`config.mk`:
```
export PLATFORM = sky130hd
export DESIGN_NAME = ubx_ack_detector
export DESIGN_NICKNAME = d
export VERILOG_FILES = /design/src/rtl/core/uad_pkg.sv /design/src/rtl/core/uad_expected.sv /design/src/rtl/core/uad_core.sv /design/src/rtl/core/ubx_ack_detector.sv
export VERILOG_INCLUDE_DIRS = /design/src /design/src/rtl/core
export SDC_FILE = /design/constraint.sdc
export NUM_CORES = 1
export LEC_CHECK = 0
export BUFFER_PORTS_ARGS = -buffer_cell sky130_fd_sc_hd__buf_2
export CAP_MARGIN = 20
export CORE_MARGIN = 2
export CORE_UTILIZATION = 50
export DETAILED_ROUTE_END_ITERATION = 6
export HOLD_SLACK_MARGIN = 0.02
export PLACE_DENSITY = 0.69
export REMOVE_ABC_BUFFERS = 1
export SYNTH_ARGS = -nofsm -noshare
export SYNTH_HDL_FRONTEND = slang
export SYNTH_SLANG_ARGS = --single-unit
```
`constraint.sdc`:
```
create_clock -name clk -period 8.4 [get_ports clk]
set_clock_uncertainty 0.15 [all_clocks]
set_input_delay 0.42 -clock clk [delete_from_list [all_inputs] [get_ports clk]]
set_output_delay 0.42 -clock clk [all_outputs]
set_load 0.03 [all_outputs]
```
`src/rtl/core/ubx_ack_detector_assert.svh`:
```
// assertion macros for the acknowledge detector
`ifndef UBX_ACK_DETECTOR_ASSERT_SVH
`define UBX_ACK_DETECTOR_ASSERT_SVH

// same-cycle implication, checked on every rising clock edge outside reset
`define UAD_ASSERT_NOW(label, ante, cons, msg) \
	label: assert property (@(posedge clk) disable iff (!arst_n) (ante) |-> (cons)) \
		else $error(msg);

// next-cycle implication
`define UAD_ASSERT_NEXT(label, ante, cons, msg) \
	label: assert property (@(posedge clk) disable iff (!arst_n) (ante) |=> (cons)) \
		else $error(msg);

`endif

```
`src/rtl/core/uad_pkg.sv`:
```
// shared types and constants for the acknowledge detector
`timescale 1ns / 1ps

package uad_pkg;

	localparam int unsigned ACK_LEN = 10;
	localparam int unsigned POS_W = 4;
	localparam int unsigned ELAPSED_W = 16;
	localparam int unsigned BYTE_W = 8;
	localparam int unsigned CFG_IDX_W = 2;
	localparam int unsigned CFG_DATA_W = 16;

	localparam logic [BYTE_W-1:0] SYNC_1 = 8'hB5;
	localparam logic [BYTE_W-1:0] SYNC_2 = 8'h62;
	localparam logic [BYTE_W-1:0] ACK_CLASS_CODE = 8'h05;
	localparam logic [BYTE_W-1:0] ACK_ID_CODE = 8'h01;
	localparam logic [BYTE_W-1:0] LEN_LO = 8'h02;
	localparam logic [BYTE_W-1:0] LEN_HI = 8'h00;
	// fixed part of the running checksum over the header bytes
	localparam logic [BYTE_W-1:0] CKA_BASE = 8'h08;
	localparam logic [BYTE_W-1:0] CKB_BASE = 8'h2B;

	localparam logic [POS_W-1:0] POS_FULL = POS_W'(ACK_LEN);
	localparam logic [ELAPSED_W-1:0] ELAPSED_MAX = '1;

	localparam logic [BYTE_W-1:0] RST_ACK_CLASS = 8'd6;
	localparam logic [BYTE_W-1:0] RST_ACK_MSG_ID = 8'd36;
	localparam logic [ELAPSED_W-1:0] RST_TIMEOUT = 16'd3000;

	typedef enum logic [1:0] {
		ACT_START = 2'd0,
		ACT_BYTE  = 2'd1,
		ACT_TICK  = 2'd2,
		ACT_NOP   = 2'd3
	} action_t;

	typedef enum logic [1:0] {
		ST_IDLE    = 2'd0,
		ST_WAIT    = 2'd1,
		ST_ACKED   = 2'd2,
		ST_TIMEOUT = 2'd3
	} status_t;

	typedef enum logic [CFG_IDX_W-1:0] {
		REG_ACK_CLASS  = 2'd0,
		REG_ACK_MSG_ID = 2'd1,
		REG_TIMEOUT    = 2'd2,
		REG_NONE       = 2'd3
	} cfg_reg_t;

	typedef struct packed {
		logic [BYTE_W-1:0]    ack_class;
		logic [BYTE_W-1:0]    ack_msg_id;
		logic [ELAPSED_W-1:0] timeout_ticks;
	} cfg_t;

	typedef struct packed {
		status_t          status;
		logic [POS_W-1:0] match_position;
	} result_t;

endpackage

```
`src/rtl/core/uad_expected.sv`:
```
// expected acknowledge byte at a given match position
`timescale 1ns / 1ps

module uad_expected
	import uad_pkg::*;
(
	input  logic [POS_W-1:0]  pos,
	input  logic [BYTE_W-1:0] ack_class,
	input  logic [BYTE_W-1:0] ack_msg_id,
	output logic [BYTE_W-1:0] exp_byte
);

	logic [BYTE_W-1:0] ck_a;
	logic [BYTE_W-1:0] ck_b;

	// closed form of the fletcher sums over the six checksummed bytes
	assign ck_a = CKA_BASE + ack_class + ack_msg_id;
	assign ck_b = CKB_BASE + {ack_class[BYTE_W-2:0], 1'b0} + ack_msg_id;

	always_comb begin
		unique case (pos)
			4'd0: exp_byte = SYNC_1;
			4'd1: exp_byte = SYNC_2;
			4'd2: exp_byte = ACK_CLASS_CODE;
			4'd3: exp_byte = ACK_ID_CODE;
			4'd4: exp_byte = LEN_LO;
			4'd5: exp_byte = LEN_HI;
			4'd6: exp_byte = ack_class;
			4'd7: exp_byte = ack_msg_id;
			4'd8: exp_byte = ck_a;
			4'd9: exp_byte = ck_b;
			default: exp_byte = '0;
		endcase
	end

endmodule

```
`src/rtl/core/uad_core.sv`:
```
// match and timeout state with its per-item update
`timescale 1ns / 1ps

module uad_core
	import uad_pkg::*;
(
	input  logic              clk,
	input  logic              arst_n,
	input  logic              adv,
	input  logic [1:0]        action,
	input  logic [BYTE_W-1:0] rx_byte,
	input  cfg_t              cfg,
	output result_t           res
);

	logic                 armed_q;
	logic [POS_W-1:0]     count_q;
	logic [ELAPSED_W-1:0] elapsed_q;

	logic                 armed_d;
	logic [POS_W-1:0]     count_d;
	logic [ELAPSED_W-1:0] elapsed_d;
	logic [ELAPSED_W-1:0] elapsed_inc;
	logic [BYTE_W-1:0]    exp_byte;
	action_t              act;

	assign act = action_t'(action);

	uad_expected u_expected (
		.pos        (count_q),
		.ack_class  (cfg.ack_class),
		.ack_msg_id (cfg.ack_msg_id),
		.exp_byte   (exp_byte)
	);

	assign elapsed_inc = (elapsed_q == ELAPSED_MAX) ? elapsed_q : elapsed_q + 1'b1;

	always_comb begin
		armed_d = armed_q;
		count_d = count_q;
		elapsed_d = elapsed_q;
		res.status = armed_q ? ST_WAIT : ST_IDLE;
		unique case (act)
			ACT_START: begin
				armed_d = 1'b1;
				count_d = '0;
				elapsed_d = '0;
				res.status = ST_WAIT;
			end
			ACT_BYTE: begin
				if (armed_q) begin
					if (count_q < POS_FULL && rx_byte == exp_byte) begin
						count_d = count_q + 1'b1;
					end else begin
						count_d = '0;
					end
					if (count_d >= POS_FULL) begin
						armed_d = 1'b0;
						res.status = ST_ACKED;
					end else begin
						res.status = ST_WAIT;
					end
				end
			end
			ACT_TICK: begin
				if (armed_q) begin
					elapsed_d = elapsed_inc;
					if (elapsed_inc > cfg.timeout_ticks) begin
						armed_d = 1'b0;
						res.status = ST_TIMEOUT;
					end else begin
						res.status = ST_WAIT;
					end
				end
			end
			ACT_NOP: begin
			end
			default: begin
			end
		endcase
		res.match_position = count_d;
	end

	always_ff @(posedge clk or negedge arst_n) begin
		if (!arst_n) begin
			armed_q <= 1'b0;
			count_q <= '0;
			elapsed_q <= '0;
		end else if (adv) begin
			armed_q <= armed_d;
			count_q <= count_d;
			elapsed_q <= elapsed_d;
		end
	end

endmodule

```
`src/rtl/core/ubx_ack_detector.sv`:
```
// acknowledge packet detector: top level with input and result registers
// usage
//   input channel (in_valid, in_stall, action, rx_byte): one transfer per item,
//   action is start, received byte, timer tick or no operation
//   result channel (out_valid, out_stall, status, match_position): exactly one
//   transfer per accepted item, in order
//   configuration channel (cfg_valid, cfg_ready, cfg_index, cfg_data): always
//   ready; index 0 class, 1 message id, 2 timeout, index 3 is ignored
// timing
//   from input transfer to result valid an item passes the input register, where
//   the compare and counter logic feeds the result register; one item per cycle
//   is sustained while the result channel does not stall
// reset
//   asynchronous; block idle, position and tick count zero, registers back to
//   class 6, id 36, timeout 3000; no clearing pass
// stalls
//   a stalled result holds; the input register keeps taking transfers until it
//   is full, then in_stall rises until the result register frees up
`timescale 1ns / 1ps

module ubx_ack_detector
	import uad_pkg::*;
(
	input  logic                  clk,
	input  logic                  arst_n,
	// input channel
	input  logic                  in_valid,
	output logic                  in_stall,
	input  logic [1:0]            action,
	input  logic [BYTE_W-1:0]     rx_byte,
	// result channel
	output logic                  out_valid,
	input  logic                  out_stall,
	output logic [1:0]            status,
	output logic [POS_W-1:0]      match_position,
	// configuration channel
	input  logic                  cfg_valid,
	output logic                  cfg_ready,
	input  logic [CFG_IDX_W-1:0]  cfg_index,
	input  logic [CFG_DATA_W-1:0] cfg_data
);

	// configuration registers
	cfg_t cfg_q;

	// input register stage
	logic              valid_s1;
	logic [1:0]        action_s1;
	logic [BYTE_W-1:0] rx_s1;

	// result register
	logic              out_valid_q;
	result_t           res_q;
	result_t           res;

	// item in the input register moves on when the result register is free or drained
	logic adv;
	logic in_take;

	assign cfg_ready = 1'b1;

	always_ff @(posedge clk or negedge arst_n) begin
		if (!arst_n) begin
			cfg_q.ack_class <= RST_ACK_CLASS;
			cfg_q.ack_msg_id <= RST_ACK_MSG_ID;
			cfg_q.timeout_ticks <= RST_TIMEOUT;
		end else if (cfg_valid && cfg_ready) begin
			unique case (cfg_reg_t'(cfg_index))
				REG_ACK_CLASS:  cfg_q.ack_class <= cfg_data[BYTE_W-1:0];
				REG_ACK_MSG_ID: cfg_q.ack_msg_id <= cfg_data[BYTE_W-1:0];
				REG_TIMEOUT:    cfg_q.timeout_ticks <= cfg_data[ELAPSED_W-1:0];
				REG_NONE: begin
				end
				default: begin
				end
			endcase
		end
	end

	assign adv = valid_s1 && (!out_valid_q || !out_stall);
	// stall only while the input register is full and cannot move on
	assign in_stall = valid_s1 && !adv;
	assign in_take = in_valid && !in_stall;

	always_ff @(posedge clk or negedge arst_n) begin
		if (!arst_n) begin
			valid_s1 <= 1'b0;
		end else if (in_take) begin
			valid_s1 <= 1'b1;
		end else if (adv) begin
			valid_s1 <= 1'b0;
		end
	end

	// payload of the input register, no reset needed
	always_ff @(posedge clk) begin
		if (in_take) begin
			action_s1 <= action;
			rx_s1 <= rx_byte;
		end
	end

	// compare and timer logic, state advances with each item handed on
	uad_core u_core (
		.clk     (clk),
		.arst_n  (arst_n),
		.adv     (adv),
		.action  (action_s1),
		.rx_byte (rx_s1),
		.cfg     (cfg_q),
		.res     (res)
	);

	always_ff @(posedge clk or negedge arst_n) begin
		if (!arst_n) begin
			out_valid_q <= 1'b0;
		end else if (adv) begin
			out_valid_q <= 1'b1;
		end else if (!out_stall) begin
			out_valid_q <= 1'b0;
		end
	end

	always_ff @(posedge clk) begin
		if (adv) begin
			res_q <= res;
		end
	end

	assign out_valid = out_valid_q;
	assign status = res_q.status;
	assign match_position = res_q.match_position;

	`include "ubx_ack_detector_assert.svh"

	`UAD_ASSERT_NOW(a_ack_full, out_valid && res_q.status == ST_ACKED, match_position == POS_FULL, "acknowledge reported without full match")
	`UAD_ASSERT_NOW(a_wait_short, out_valid && res_q.status == ST_WAIT, match_position < POS_FULL, "waiting with full match position")
	`UAD_ASSERT_NOW(a_stall_full, in_stall, valid_s1 && out_valid_q && out_stall, "input stalled with room to move")
	`UAD_ASSERT_NEXT(a_adv_result, adv, out_valid, "handed-on item produced no result")

endmodule

```
======== Word-level counts from Yosys, hierarchy flattened ========
Index checks and enable logic that the tools add are counted.
storage, ports and cells
  bits in latches ......................... 0
  input port bits ......................... 33
  output and inout bits ................... 9
  memories ................................ 0
  bits in writable memories ............... 0
  memory bits (read-only) ................. 0
  register bits after elaboration ......... 71
operators by class
  shift operators ......................... 0
  muxes and demuxes ....................... 24
  equality and inequality tests ........... 16
  $mul .................................... 0
  bitwise gates (word level) .............. 0
  divide/modulo/power cells ............... 0
  add/subtract/negate cells ............... 6
  reductions and logical operators ........ 20
  magnitude comparators ................... 3
operator list
  kind                                                              count
  8-bit case mux with 9 select lines                                1
  16-bit two-way mux                                                2
  16-bit case mux with 2 select lines                               1
  16-bit by 1-bit adder with 16-bit output (second input constant)  1
  8-bit adder                                                       2
  16-bit == test (second input constant)                            1
  16-bit > comparator                                               1
  4-bit two-way mux                                                 4
  4-bit by 3-bit == test with 1-bit output (second input constant)  3
  1-bit two-way mux                                                 9
  4-bit by 8-bit adder with 8-bit output (first input constant)     1
  6-bit by 8-bit adder with 8-bit output (first input constant)     1
  4-bit by 2-bit == test with 1-bit output (second input constant)  2
  4-bit == test (second input constant)                             2
  8-bit == test                                                     1
  2-bit two-way mux                                                 4
  4-bit case mux with 2 select lines                                1
  2-bit AND reduction                                               4
  2-bit case mux with 3 select lines                                1
  4-bit by 1-bit adder with 4-bit output (second input constant)    1
  2-bit by 1-bit == test with 1-bit output (second input constant)  2
  2-bit == test (second input constant)                             2
  4-bit by 1-bit == test with 1-bit output (second input constant)  1
  4-bit >= comparator (second input constant)                       1
  other kinds (11)                                                  20

======== Logic depth before layout (Yosys ltp) ========
Gate-level depths: netlist of run 1.
  depth in word-level cells ............... 12
  gate-level depth with buffers ........... 16
  depth with buffers taken out ............ 15

======== Cells and area by module ========
A second synthesis of run 1 with hierarchy kept.
unflattened totals
  cells, all modules ...................... 507
  area, all modules ....................... 5,056.1 um^2
by module, submodules not included
  module            cells an instance  instances  seq. area each (um^2)  area each (um^2)
  uad_core          277                1          525.5                  2,172.1
  ubx_ack_detector  94                 1          1,345.0                1,814.2
  uad_expected      136                1          0.0                    1,069.8

======== Least setup slack after synthesis of run 1 ========
OpenSTA, ideal clock, no wires.
  kind .................................... register -> register
  start point ............................. register u_core.elapsed_q[6]
  end point ............................... register res_q (netlist bit status[1]), data pin
  clock period less this slack ............ 3.572 ns
  data required time ...................... 7.994 ns
  library setup time ...................... 0.256 ns
  path slack .............................. 4.828 ns
  path buffers ............................ 1
  data arrival time ....................... 3.166 ns
  cell stages (with the launch flop) ...... 17
  path through ............................ dfrtp_1 > clkbuf_1 > and3_1 > nand3_1 > nor3_2 > a21oi_1 > nand3_1 > xnor2_1 > ha_1 > a21o_1 > a21o_1 > a21o_1 > a21o_1 > a21o_1 > o2111ai_1 > a21oi_1 > a41o_1
RTL lines
  element                 line                     text
  from (decl)             uad_core.sv:18           logic [ELAPSED_W-1:0] elapsed_q;
  from (signal assigned)  uad_core.sv:92           elapsed_q <= elapsed_d;
  to (signal assigned)    ubx_ack_detector.sv:126  res_q <= res;
  to (decl)               ubx_ack_detector.sv:53   result_t res_q;

==> metrics.txt, run 1 <==
Commonest cells post-synth=ha_1 (50), inv_1 (47), dfrtp_1 (44); Routed Antenna Nets=0; number of gates resized after cts=0; Static Leakage=0.002477 uW; placer's final routability congestion estimate=0.8988; clk slew on worst S/H paths=0.08 ns; Die ar.=0.01053 sq mm; power density normalized to cell area=195.8 mW/mm^2; per-cell via count in the routed design=5.561; residual DRC count=0; Rel. slew slack=46.91%; time the final worst path needs with I/O delays and setup=3.992 ns; fraction of layout cells with a size suffix above 1=20.04%; area growth from synthesis to layout=10.19%; fraction of registers with async set or reset after synthesis=77.46%; sequential element share of the synthesized area=38.47%; CP most frequent cell=o21a_1; Initial Utilization=52.13%; total placed instance area=0.005162 sq mm; power after layout=1049 uW; crit path from=u_core.elapsed_q[3]; total CTS buffers=9; number of buffers between clock root and the deepest sink=2; die boundary width=102.6 um; cell-by-cell listing of the critical path=and3_1, nand3_1, nor3_2, nand2_1, mux2_2, ha_1, nor2b_1, o21a_1, o21a_1, o21ai_0, a31oi_1, o2111ai_1, a21oi_1, a41o_1; I/O Buffers=40; R2R Path Start=u_core.elapsed_q[3]; maximum fanout encountered on the critical timing path=9; Avg Cell Area, Syn=9.984 sq um; Die Height=102.6 um; pre-CTS setup slack=4.505 ns; setup TNS=0 ns; cell types occupying the most area after synthesis=dfrtp_1 (23%), ha_1 (13%), edfxtp_1 (9.9%); number of violations reported at the end of detailed-routing iteration 0=263; CP Capture Type=register; final clock period utilization by the worst path=47.53%; type of the setup path with the least slack=register to register; final antenna diode count=0; via count=3659; Layout Cells excl Fill=658; Post-Route WL=10280 um; clock tree from TritonCTS=yes; summed instance area of the synthesized netlist=0.004862 sq mm; max-cap check violation count=0; number of nets in the layout=609; least setup slack across all paths after layout=4.408 ns; Peak supply drop=0.0001098 V; required arrival time at the worst endpoint=8.37 ns; number of sinks driven by the clock tree=71; Core Box Area=0.009328 sq mm; critical path's slowest cell=dfrtp_1; number of buffers inserted to repair setup after CTS=0; post-DR wirelength/cell=15.63 um; most numerous cell in the Yosys netlist=ha_1; maximum single-stage delay on the critical path=0.45 ns; overall track demand over capacity in global routing=21.11%; Yosys top cell by area=dfrtp_1; length in cells of the worst reg-to-reg path=14; worst path arrival time=3.96 ns; maximum level of the CTS H-tree=3; Critical path destination=status[1]; clock latency at the later pin of the worst-skew pair=0.36 ns; most used flip-flop cell after synthesis=dfrtp_1; endpoint of the worst-slack reg-to-reg timing path=status[1]; initial antenna violation count=0; RSZ-0062 raised after global routing=false; total count of hold-check failures in the final report=0; placed wire-length estimate=7656 um; status=finished, final reports clean; crit path launch type=register; library cells used by synthesis=63; number of instances in the synthesized netlist=487; wire length of the first global-routing pass=16880 um; count of hold-fix buffers inserted at cts=0; number of iterations in the first detailed-routing pass=5; GRT Residual Overflow=0; number of storage elements in the synthesis netlist=71; vias in the first global route=3380; upper clock frequency limit=0.2505 GHz; number of placed instances with taps included=642; final count of negative-setup-slack endpoints=0; area share of the leading cell type in the synthesized netlist=22.65%; Worst Max-Slew Pin Slew=0.7933 ns; Finished Cell Area=0.005358 sq mm; number of placement rows=35; maximum number of pins on one net before global-route repair=56; clk root buf=clkbuf_8; IO Count=42; number of warning messages in the yosys log=0; worst min-delay path category=input port to async pin; worst reg-to-reg setup slack=4.41 ns; Final Slew Violations=0; count of flip-flops with a built-in enable after synthesis=16
==> routing by layer <==
layer	vias to the layer above	global-route usage, %	wire length, um	share of wire, %
li1	1827	-	-	-
met1	1734	31.28	5196	51
met2	84	30.67	4448	43
met3	14	4.881	486	4.7
met4	0	6.564	150	1.5
met5	-	0	0	0
==> kinds of logic (layout without fill, tap and decap cells) <==
family / count (synthesis) / after routing / share of synthesized area [%]
muxes: 30 / 30 / 6.922
and+or+nand+nor: 119 / 119 / 12.89
AOI/OAI and AO/OA: 115 / 115 / 16.37
DFF: 71 / 71 / 38.47
adders and majority gates: 52 / 52 / 13.69
xor gates and xnor gates: 35 / 35 / 6.305
other: 1 / 1 / 0.07713
buffers and inverters: 64 / 106 / 5.275
==> critical path: cells and delay by family (launching register included) <==
kind / cells / cell delay (ns)
compound gates: 7 / 1.28
fa+ha+maj: 1 / 0.29
flops: 1 / 0.45
mux: 1 / 0.36
simple gates: 5 / 1.20
==> state kept, by name (all words and copies together), names as in the netlist <==
| signal | count |
|---|---|
| cfg_q | 32 |
| u_core.elapsed_q | 16 |
| rx_s1 | 8 |
| match_position | 4 |
| u_core.count_q | 4 |
| action_s1 | 2 |
| status | 2 |
| out_valid | 1 |
| u_core.armed_q | 1 |
| valid_s1 | 1 |
==> through the flow <==
stage               hold WS (ns)  utilization [%]
floorplan               -0.02559                -
global placement          0.3213            55.35
detailed placement        0.3458            55.35
CTS                      0.06767            57.44
global route             0.06383            57.44
finish                   0.01949            57.44
==> layout make-up <==
cell class                      count  area (sq um)
Fill cell                         806          3970
Timing Repair Buffer               42         215.2
Sequential cell                    71          1871
Tap cell                          129         161.4
Clock buffer                       10         137.6
Multi-Input combinational cell    352          2735
Clock inverter                      6         57.56
Inverter                           48         180.2
==> how the worst min path moves through the flow <==
stage,end,slack [ns],cells past startpoint
6_report,u_core.count_q[3],0.02,2
5_1_grt,rx_s1[1],0.06,1
4_1_cts,u_core.count_q[3],0.07,2
3_5_place_dp,cfg_q[6],0.35,1
3_3_place_gp,out_valid,0.32,1
2_1_floorplan,cfg_q[0],-0.03,0
==> cells in the final DEF, fill, tap and decap left out, types with 3 or more instances in the layout <==
master | Yosys | final
a22oi_1 | 5 | 5
and3_1 | 5 | 5
nand3_1 | 18 | 18
clkbuf_8 | 0 | 10
a211o_1 | 4 | 4
nor2_1 | 19 | 19
nand2_1 | 35 | 35
o221ai_1 | 3 | 3
nand3b_1 | 4 | 4
mux2_2 | 29 | 29
nor2b_1 | 3 | 3
inv_1 | 47 | 47
and2_1 | 4 | 4
o31ai_1 | 9 | 9
o21ai_0 | 30 | 30
nand4_1 | 4 | 4
o22ai_1 | 3 | 3
dfrtp_1 | 44 | 44
nand2b_1 | 9 | 9
ha_1 | 50 | 50
a21o_1 | 8 | 8
a31oi_1 | 5 | 5
a22o_1 | 11 | 11
xor2_1 | 13 | 13
a21oi_1 | 13 | 13
o211ai_1 | 4 | 4
edfxtp_1 | 16 | 16
dfstp_2 | 11 | 11
o21a_1 | 5 | 5
xnor2_1 | 22 | 22
clkinv_2 | 0 | 3
buf_2 | 4 | 40
nor3_1 | 4 | 4
==> power by group <==
part | switching [uW] | internal [uW] | total (uW) | leakage (uW)
Clock | 136 | 144 | 280 | 0.000107
Sequential | 35.4 | 401 | 437 | 0.000828
Combinational | 176 | 156 | 332 | 0.00154
(Power assumes the default switching activity.)
==> run 2, diff against run 1 <==
clock period = 3.9 ns   (was 8.4 ns; I/O delays follow)
==> metrics.txt, run 2 (same netlist as run 1, synthesis figures left out) <==
maximum number of pins on one net before global-route repair=36 (was 56); number of iterations in the first detailed-routing pass=4 (was 5); total count of hold-check failures in the final report=0 (unchanged); Reg power frac=42.2% (was 41.6%); RSZ-0062 raised after global routing=false (unchanged); time the final worst path needs with I/O delays and setup=3.681 ns (was 3.992 ns); Die ar.=0.01053 sq mm (unchanged); area used by sequential logic in the layout=0.001872 sq mm (was 0.001871 sq mm); Rel. slew slack=40.32% (was 46.91%); wire length of the first global-routing pass=17800 um (was 16880 um); Initial Utilization=52.13% (unchanged); overall track demand over capacity in global routing=22.12% (was 21.11%); Top Registers=cfg_q: 32 flops, u_core.elapsed_q: 16 flops, rx_s1: 8 flops (unchanged); switching part of the total power=33.69% (was 33.11%); type of the setup path with the least slack=register to register (unchanged); most frequent cells in the layout=ha_1 (50), inv_1 (47), dfrtp_1 (43) (was ha_1 (50), inv_1 (47), dfrtp_1 (44)); worst min-delay path category=input port to register (was input port to async pin); die boundary width=102.6 um (unchanged); GRT Residual Overflow=0 (unchanged); clock power share=24.2% (was 26.7%); post-DR wirelength/cell=15.59 um (was 15.63 um); maximum level of the CTS H-tree=3 (unchanged); CP Capture Type=register (unchanged); final count of negative-setup-slack endpoints=0 (unchanged); crit path launch type=register (unchanged); IO Count=42 (unchanged); Switching Power=748.3 uW (was 347.4 uW); number of violations reported at the end of detailed-routing iteration 0=203 (was 263); clk slew on worst S/H paths=0.08 ns (about the same); R2R Path Start=u_core.elapsed_q[3] (unchanged); max-cap check violation count=0 (unchanged); Static Leakage=0.002625 uW (was 0.002477 uW); setup TNS=0 ns (unchanged); least setup slack across all paths after layout=0.2189 ns (was 4.408 ns); clk root buf=clkbuf_8 (unchanged); initial antenna violation count=0 (unchanged); number of buffers between clock root and the deepest sink=2 (unchanged); Routed Antenna Nets=0 (unchanged); Die Height=102.6 um (unchanged); filler instances=799 (was 806); pre-CTS setup slack=0.1292 ns (was 4.505 ns); number of sinks driven by the clock tree=71 (unchanged); number of nets in the layout=643 (was 609); number of buffers inserted to repair setup after CTS=0 (unchanged); Core Box Area=0.009328 sq mm (unchanged); I/O Buffers=40 (unchanged); clock tree from TritonCTS=yes (unchanged); required arrival time at the worst endpoint=3.87 ns (was 8.37 ns); Peak supply drop=0.0002292 V (was 0.0001098 V); register ranked first by flip-flop count=cfg_q (unchanged); length in cells of the worst reg-to-reg path=14 (unchanged); Final Slew Violations=0 (unchanged); count of cells along the worst hold path=5; Worst Max-Slew Pin Slew=0.8920 ns (was 0.7933 ns); placed wire-length estimate=7961 um (was 7656 um); final-layout worst hold slack=0.1533 ns (was 0.01949 ns); number of placement rows=35 (unchanged); total CTS buffers=9 (unchanged); placer's final routability congestion estimate=0.8895 (was 0.8988); Finished Core Util=60.89% (was 57.44%); multi-input logic area=0.002748 sq mm (was 0.002735 sq mm); upper clock frequency limit=0.2717 GHz (was 0.2505 GHz); worst path arrival time=3.65 ns (was 3.96 ns); residual DRC count=0 (unchanged); combinational group share of total power=33.7% (was 31.7%); per-cell via count in the routed design=5.490 (was 5.561); power density normalized to cell area=391.1 mW/mm^2 (was 195.8 mW/mm^2); vias in the first global route=3672 (was 3380); status=finished, final reports clean (unchanged); min-delay src=cfg_index[1]; area growth from synthesis to layout=16.80% (was 10.19%); Post-Route WL=10790 um (was 10280 um); cell internal pwr=1473 uW (was 701.6 uW); final antenna diode count=0 (unchanged); most common cell after layout, fill and taps aside=ha_1 (unchanged); power after layout=2221 uW (was 1049 uW); final clock period utilization by the worst path=94.39% (was 47.53%); fraction of layout cells with a size suffix above 1=19.72% (was 20.04%); maximum fanout encountered on the critical timing path=7 (was 9); flip-flop count of the largest register after layout=32 (unchanged); crit path from=u_core.elapsed_q[3] (unchanged); clock latency at the later pin of the worst-skew pair=0.36 ns (about the same); via count=3799 (was 3659)
[run 2: cell types whose count changed in the layout (fill, tap and decap cells not counted), sizes merged]
cell / previous run / this run
clkbuf: 10 / 11
dlygate4sd3: 0 / 30
buf: 42 / 46
bufinv: 1 / 0
[run 2: cell type report]
class | count | area share, %
Clock buffer | 11 | 2.490
Clock inverter | 5 | 0.5508
Inverter | 48 | 3.173
Multi-Input combinational cell | 352 | 48.38
Sequential cell | 71 | 32.96
Tap cell | 129 | 2.842
Timing Repair Buffer | 76 | 9.606
[run 2: worst paths after layout]
path,slack (ns),to
max in group asynchronous,2.42,cfg_q[3]
min in group asynchronous,0.33,out_valid
worst max-delay path,0.22,status[1]
worst min-delay path,0.15,cfg_q[26]
worst min register to register,0.35,out_valid
worst max register to register,0.22,status[1]
[run 2: repair_timing]
action,CTS,global route
setup endpoints to repair,0,3
hold buffers,30,0
gates resized for setup,0,3
hold endpoints to repair,73,0
[run 2: critical path: stages, from the launching register on]
cell and delay (ns):
dfrtp_1 0.44, and3_1 0.26, nand3_1 0.18, nor3_4 0.24
a21oi_1 0.17, and3_1 0.26, xor2_1 0.16, ha_1 0.30
a21o_1 0.16, a21o_1 0.17, a21o_1 0.17, a21o_1 0.18
o2111ai_1 0.28, a21oi_1 0.11, a41o_1 0.21
[run 2: power by group through the flow]
stage | clock network, uW | logic [uW] | registers, uW
after floorplan | 0 | 533 | 941
after global placement | 0 | 705 | 945
after detailed placement | 0 | 719 | 950
after CTS | 551 | 750 | 936
after global routing | 586 | 849 | 952
final | 537 | 748 | 937
[run 2: per-layer routing]
metal  share of wire [%]  track usage, %  vias up  wire (um)
met1                  49           31.85     1817       5325
met4                0.96           5.231        0        104
met3                 4.3           5.220       10        466
met5                   0               0        -          0
li1                    -               -     1896          -
met2                  45           33.94       76       4894
[run 2: through the flow]
stage	instance area, sq um	instances
final	5679	692
after detailed placement	5192	646
after global routing	5679	692
after CTS	5665	692
after global placement	5192	646
after floorplan	4786	471
==> run 3, diff against run 2 <==
SYNTH_HIERARCHICAL = 1   (was not set)
==> metrics.txt, run 3 <==
number of instances in the synthesized netlist=507 (was 487); status=finished, final reports clean (unchanged); library cells used by synthesis=71 (was 63); Rel. slew slack=53.20% (was 40.32%); placed wire-length estimate=8654 um (was 7961 um); Final Slew Violations=0 (unchanged); endpoint of the worst-slack reg-to-reg timing path=status[1] (unchanged); Critical path buffers and inverters=1 (was 0); Peak supply drop=0.0002844 V (was 0.0002292 V); Switching Power=841.4 uW (was 748.3 uW); clock power share=24.9% (was 24.2%); Layout Cells excl Fill=727 (was 692); Avg Cell Area, Syn=9.973 sq um (was 9.984 sq um); end point of the most critical hold path=cfg_q[29] (was cfg_q[26]); Die ar.=0.01093 sq mm (was 0.01053 sq mm); Static Leakage=0.002676 uW (was 0.002625 uW); most numerous cell in the Yosys netlist=ha_1 (unchanged); family with the most delay on the worst path=compound AO/OA/AOI/OAI gates (unchanged); required arrival time at the worst endpoint=3.98 ns (was 3.87 ns); worst reg-to-reg setup slack=0.12 ns (was 0.22 ns); initial antenna violation count=0 (unchanged); summed instance area of the synthesized netlist=0.005056 sq mm (was 0.004862 sq mm); time the final worst path needs with I/O delays and setup=3.776 ns (was 3.681 ns); length in cells of the worst reg-to-reg path=14 (unchanged); maximum number of pins on one net before global-route repair=56 (was 36); power after layout=2458 uW (was 2221 uW); R2R Path Start=cfg_q[25] (was u_core.elapsed_q[3]); max-cap check violation count=0 (unchanged); placer's final routability congestion estimate=0.8828 (was 0.8895); number of storage elements in the synthesis netlist=71 (unchanged); clk root buf=clkbuf_8 (unchanged); number of violations reported at the end of detailed-routing iteration 0=192 (was 203); area growth from synthesis to layout=20.69% (was 16.80%); cell types occupying the most area after synthesis=dfrtp_1 (22%), ha_1 (12%), edfxtp_1 (9.5%) (was dfrtp_1 (23%), ha_1 (13%), edfxtp_1 (9.9%)); count of cells along the worst hold path=3 (was 5); Yosys top cell by area=dfrtp_1 (unchanged); final clock period utilization by the worst path=96.83% (was 94.39%); Core Box Area=0.009774 sq mm (was 0.009328 sq mm); cell internal pwr=1617 uW (was 1473 uW); maximum level of the CTS H-tree=3 (unchanged); GRT Residual Overflow=0 (unchanged); die boundary width=104.6 um (was 102.6 um); sequential element share of the synthesized area=37.00% (was 38.47%); total CTS buffers=9 (unchanged); crit path launch type=register (unchanged); power density normalized to cell area=402.8 mW/mm^2 (was 391.1 mW/mm^2); via count=4119 (was 3799); count of flip-flops with a built-in enable after synthesis=16 (unchanged); Commonest cells post-synth=ha_1 (47), dfrtp_1 (44), inv_1 (42) (was ha_1 (50), inv_1 (47), dfrtp_1 (44)); Post-Route WL=12220 um (was 10790 um); Worst Max-Slew Pin Slew=0.7019 ns (was 0.8920 ns); switching part of the total power=34.23% (was 33.69%); cell-by-cell listing of the critical path=ha_4, ha_4, fa_2, a211oi_2, o21ai_1, a21oi_1, and3b_1, a211o_1, xnor2_2, nand4_1, nor4_4, buf_4, nand2_1, a21oi_2 (was and3_1, nand3_1, nor3_4, a21oi_1, and3_1, xor2_1, ha_1, a21o_1, a21o_1, a21o_1, a21o_1, o2111ai_1, a21oi_1, a41o_1); Reg power frac=38.1% (was 42.2%); IO Count=42 (unchanged); Routed Antenna Nets=0 (unchanged); most common cell after layout, fill and taps aside=dfrtp_1 (was ha_1); worst path arrival time=3.85 ns (was 3.65 ns); RSZ-0062 raised after global routing=true (was false); fraction of layout cells with a size suffix above 1=28.11% (was 19.72%); I/O Buffers=40 (unchanged); CP Capture Type=register (unchanged); residual DRC count=0 (unchanged); flip-flop count of the largest register after layout=32 (unchanged); Initial Utilization=51.73% (was 52.13%); number of placed instances with taps included=673 (was 646); overall track demand over capacity in global routing=23.27% (was 22.12%); area share of the leading cell type in the synthesized netlist=21.78% (was 22.65%); clock tree from TritonCTS=yes (unchanged); final count of negative-setup-slack endpoints=0 (unchanged); CP most frequent cell=ha_4 (was a21o_1); fraction of registers with async set or reset after synthesis=77.46% (unchanged); wire length of the first global-routing pass=19990 um (was 17800 um); clk slew on worst S/H paths=0.09 ns (was 0.08 ns); min-delay src=cfg_index[0] (was cfg_index[1]); final antenna diode count=0 (unchanged); most frequent cells in the layout=dfrtp_1 (44), ha_1 (42), buf_2 (40) (was ha_1 (50), inv_1 (47), dfrtp_1 (43)); maximum single-stage delay on the critical path=0.59 ns (was 0.44 ns); filler instances=795 (was 799); combinational group share of total power=37.0% (was 33.7%); post-DR wirelength/cell=16.80 um (was 15.59 um); number of nets in the layout=671 (was 643); most used flip-flop cell after synthesis=dfrtp_1 (unchanged); Top Registers=cfg_q: 32 flops, u_core/elapsed_q: 16 flops, rx_s1: 8 flops (was cfg_q: 32 flops, u_core.elapsed_q: 16 flops, rx_s1: 8 flops); register ranked first by flip-flop count=cfg_q (unchanged); number of buffers between clock root and the deepest sink=2 (unchanged); maximum fanout encountered on the critical timing path=6 (was 7); number of placement rows=36 (was 35); number of warning messages in the yosys log=6 (was 0); Die Height=104.6 um (was 102.6 um); number of iterations in the first detailed-routing pass=4 (unchanged); clock latency at the later pin of the worst-skew pair=0.37 ns (was 0.36 ns); type of the setup path with the least slack=register to register (unchanged); upper clock frequency limit=0.2648 GHz (was 0.2717 GHz); number of sinks driven by the clock tree=71 (unchanged); total count of hold-check failures in the final report=0 (unchanged); critical path's slowest cell=dfstp_2 (was dfrtp_1); per-cell via count in the routed design=5.666 (was 5.490); crit path from=cfg_q[25] (was u_core.elapsed_q[3]); worst min-delay path category=input port to register (unchanged); vias in the first global route=4139 (was 3672)
run 3: how the worst max path moves through the flow:
| stage | to | slack (ns) | cells after the start |
|---|---|---|---|
| 2_1_floorplan | match_position[3] | 0.16 | 13 |
| 3_3_place_gp | match_position[1] | 0.04 | 14 |
| 3_5_place_dp | match_position[1] | -0.04 | 14 |
| 4_1_cts | status[1] | 0.005 | 14 |
| 5_1_grt | match_position[1] | -0.09 | 14 |
| 6_report | status[1] | 0.12 | 14 |
run 3: timing repair:
item,in CTS,in global routing
gates resized for setup,0,28
endpoints found under the setup margin,5,11
buffers inserted,0,8
pin swaps,1,18
hold endpoints to repair,88,0
hold buffers,30,0
run 3: per-layer routing:
layer | routed length [um] | GRT usage (%)
met2 | 6177 | 40.66
met5 | 0 | 0
met4 | 513 | 11.78
met1 | 5100 | 26.78
met3 | 426 | 4.991
run 3: logic make-up (layout without fill, tap and decap cells):
group | after synthesis | in the layout | share of synthesized area, %
multiplexers | 41 | 41 | 9.082
other | 1 | 1 | 0.07417
XOR/XNOR | 30 | 30 | 5.197
AND/OR/NAND/NOR | 125 | 125 | 14.01
adder cells (fa/ha/maj) | 49 | 49 | 12.42
AO/OA/AOI/OAI | 126 | 126 | 16.51
flip-flops | 71 | 71 | 37.00
buffers and inverters | 64 | 151 | 5.716
run 3: worst reg2reg max path, stage by stage, from the launching register on:
cell	delay (ns)
dfstp_2	0.59
ha_4	0.23
ha_4	0.16
fa_2	0.39
a211oi_2	0.22
o21ai_1	0.10
a21oi_1	0.15
and3b_1	0.19
a211o_1	0.27
xnor2_2	0.17
nand4_1	0.19
nor4_4	0.37
buf_4	0.21
nand2_1	0.09
a21oi_2	0.13
run 3: final cells by class:
| cell class | count | area [sq um] | area share, % |
|---|---|---|---|
| Clock buffer | 11 | 173.9 | 2.850 |
| Clock inverter | 5 | 35.03 | 0.5741 |
| Inverter | 43 | 161.4 | 2.645 |
| Multi-Input combinational cell | 372 | 3025 | 49.58 |
| Sequential cell | 71 | 1871 | 30.65 |
| Tap cell | 133 | 166.4 | 2.727 |
| Timing Repair Buffer | 92 | 669.4 | 10.97 |
run 3: power groups by stage:
stage          Combinational [uW]  Clock [uW]  Sequential (uW)
2_1_floorplan                 588           0              935
3_3_place_gp                  764           0              941
3_5_place_dp                  789           0              948
4_1_cts                       824         623              934
5_1_grt                      1000         656              949
6_report                      910         611              937
run 3: metrics by stage:
step / area (sq um) / setup slack [ns] / TNS, ns / hold WS (ns) / util (%)
6_report: 6102 / 0.1237 / 0 / 0.1457 / 62.43
4_1_cts: 5909 / 0.004899 / 0 / 0.1371 / 60.46
3_5_place_dp: 5400 / -0.04163 / -0.08560 / 0.2242 / 55.25
2_1_floorplan: 4928 / 0.1572 / 0 / -0.2506 / -
3_3_place_gp: 5400 / 0.03841 / 0 / 0.2234 / 55.25
5_1_grt: 6102 / -0.09190 / -0.4560 / 0.1349 / 62.43
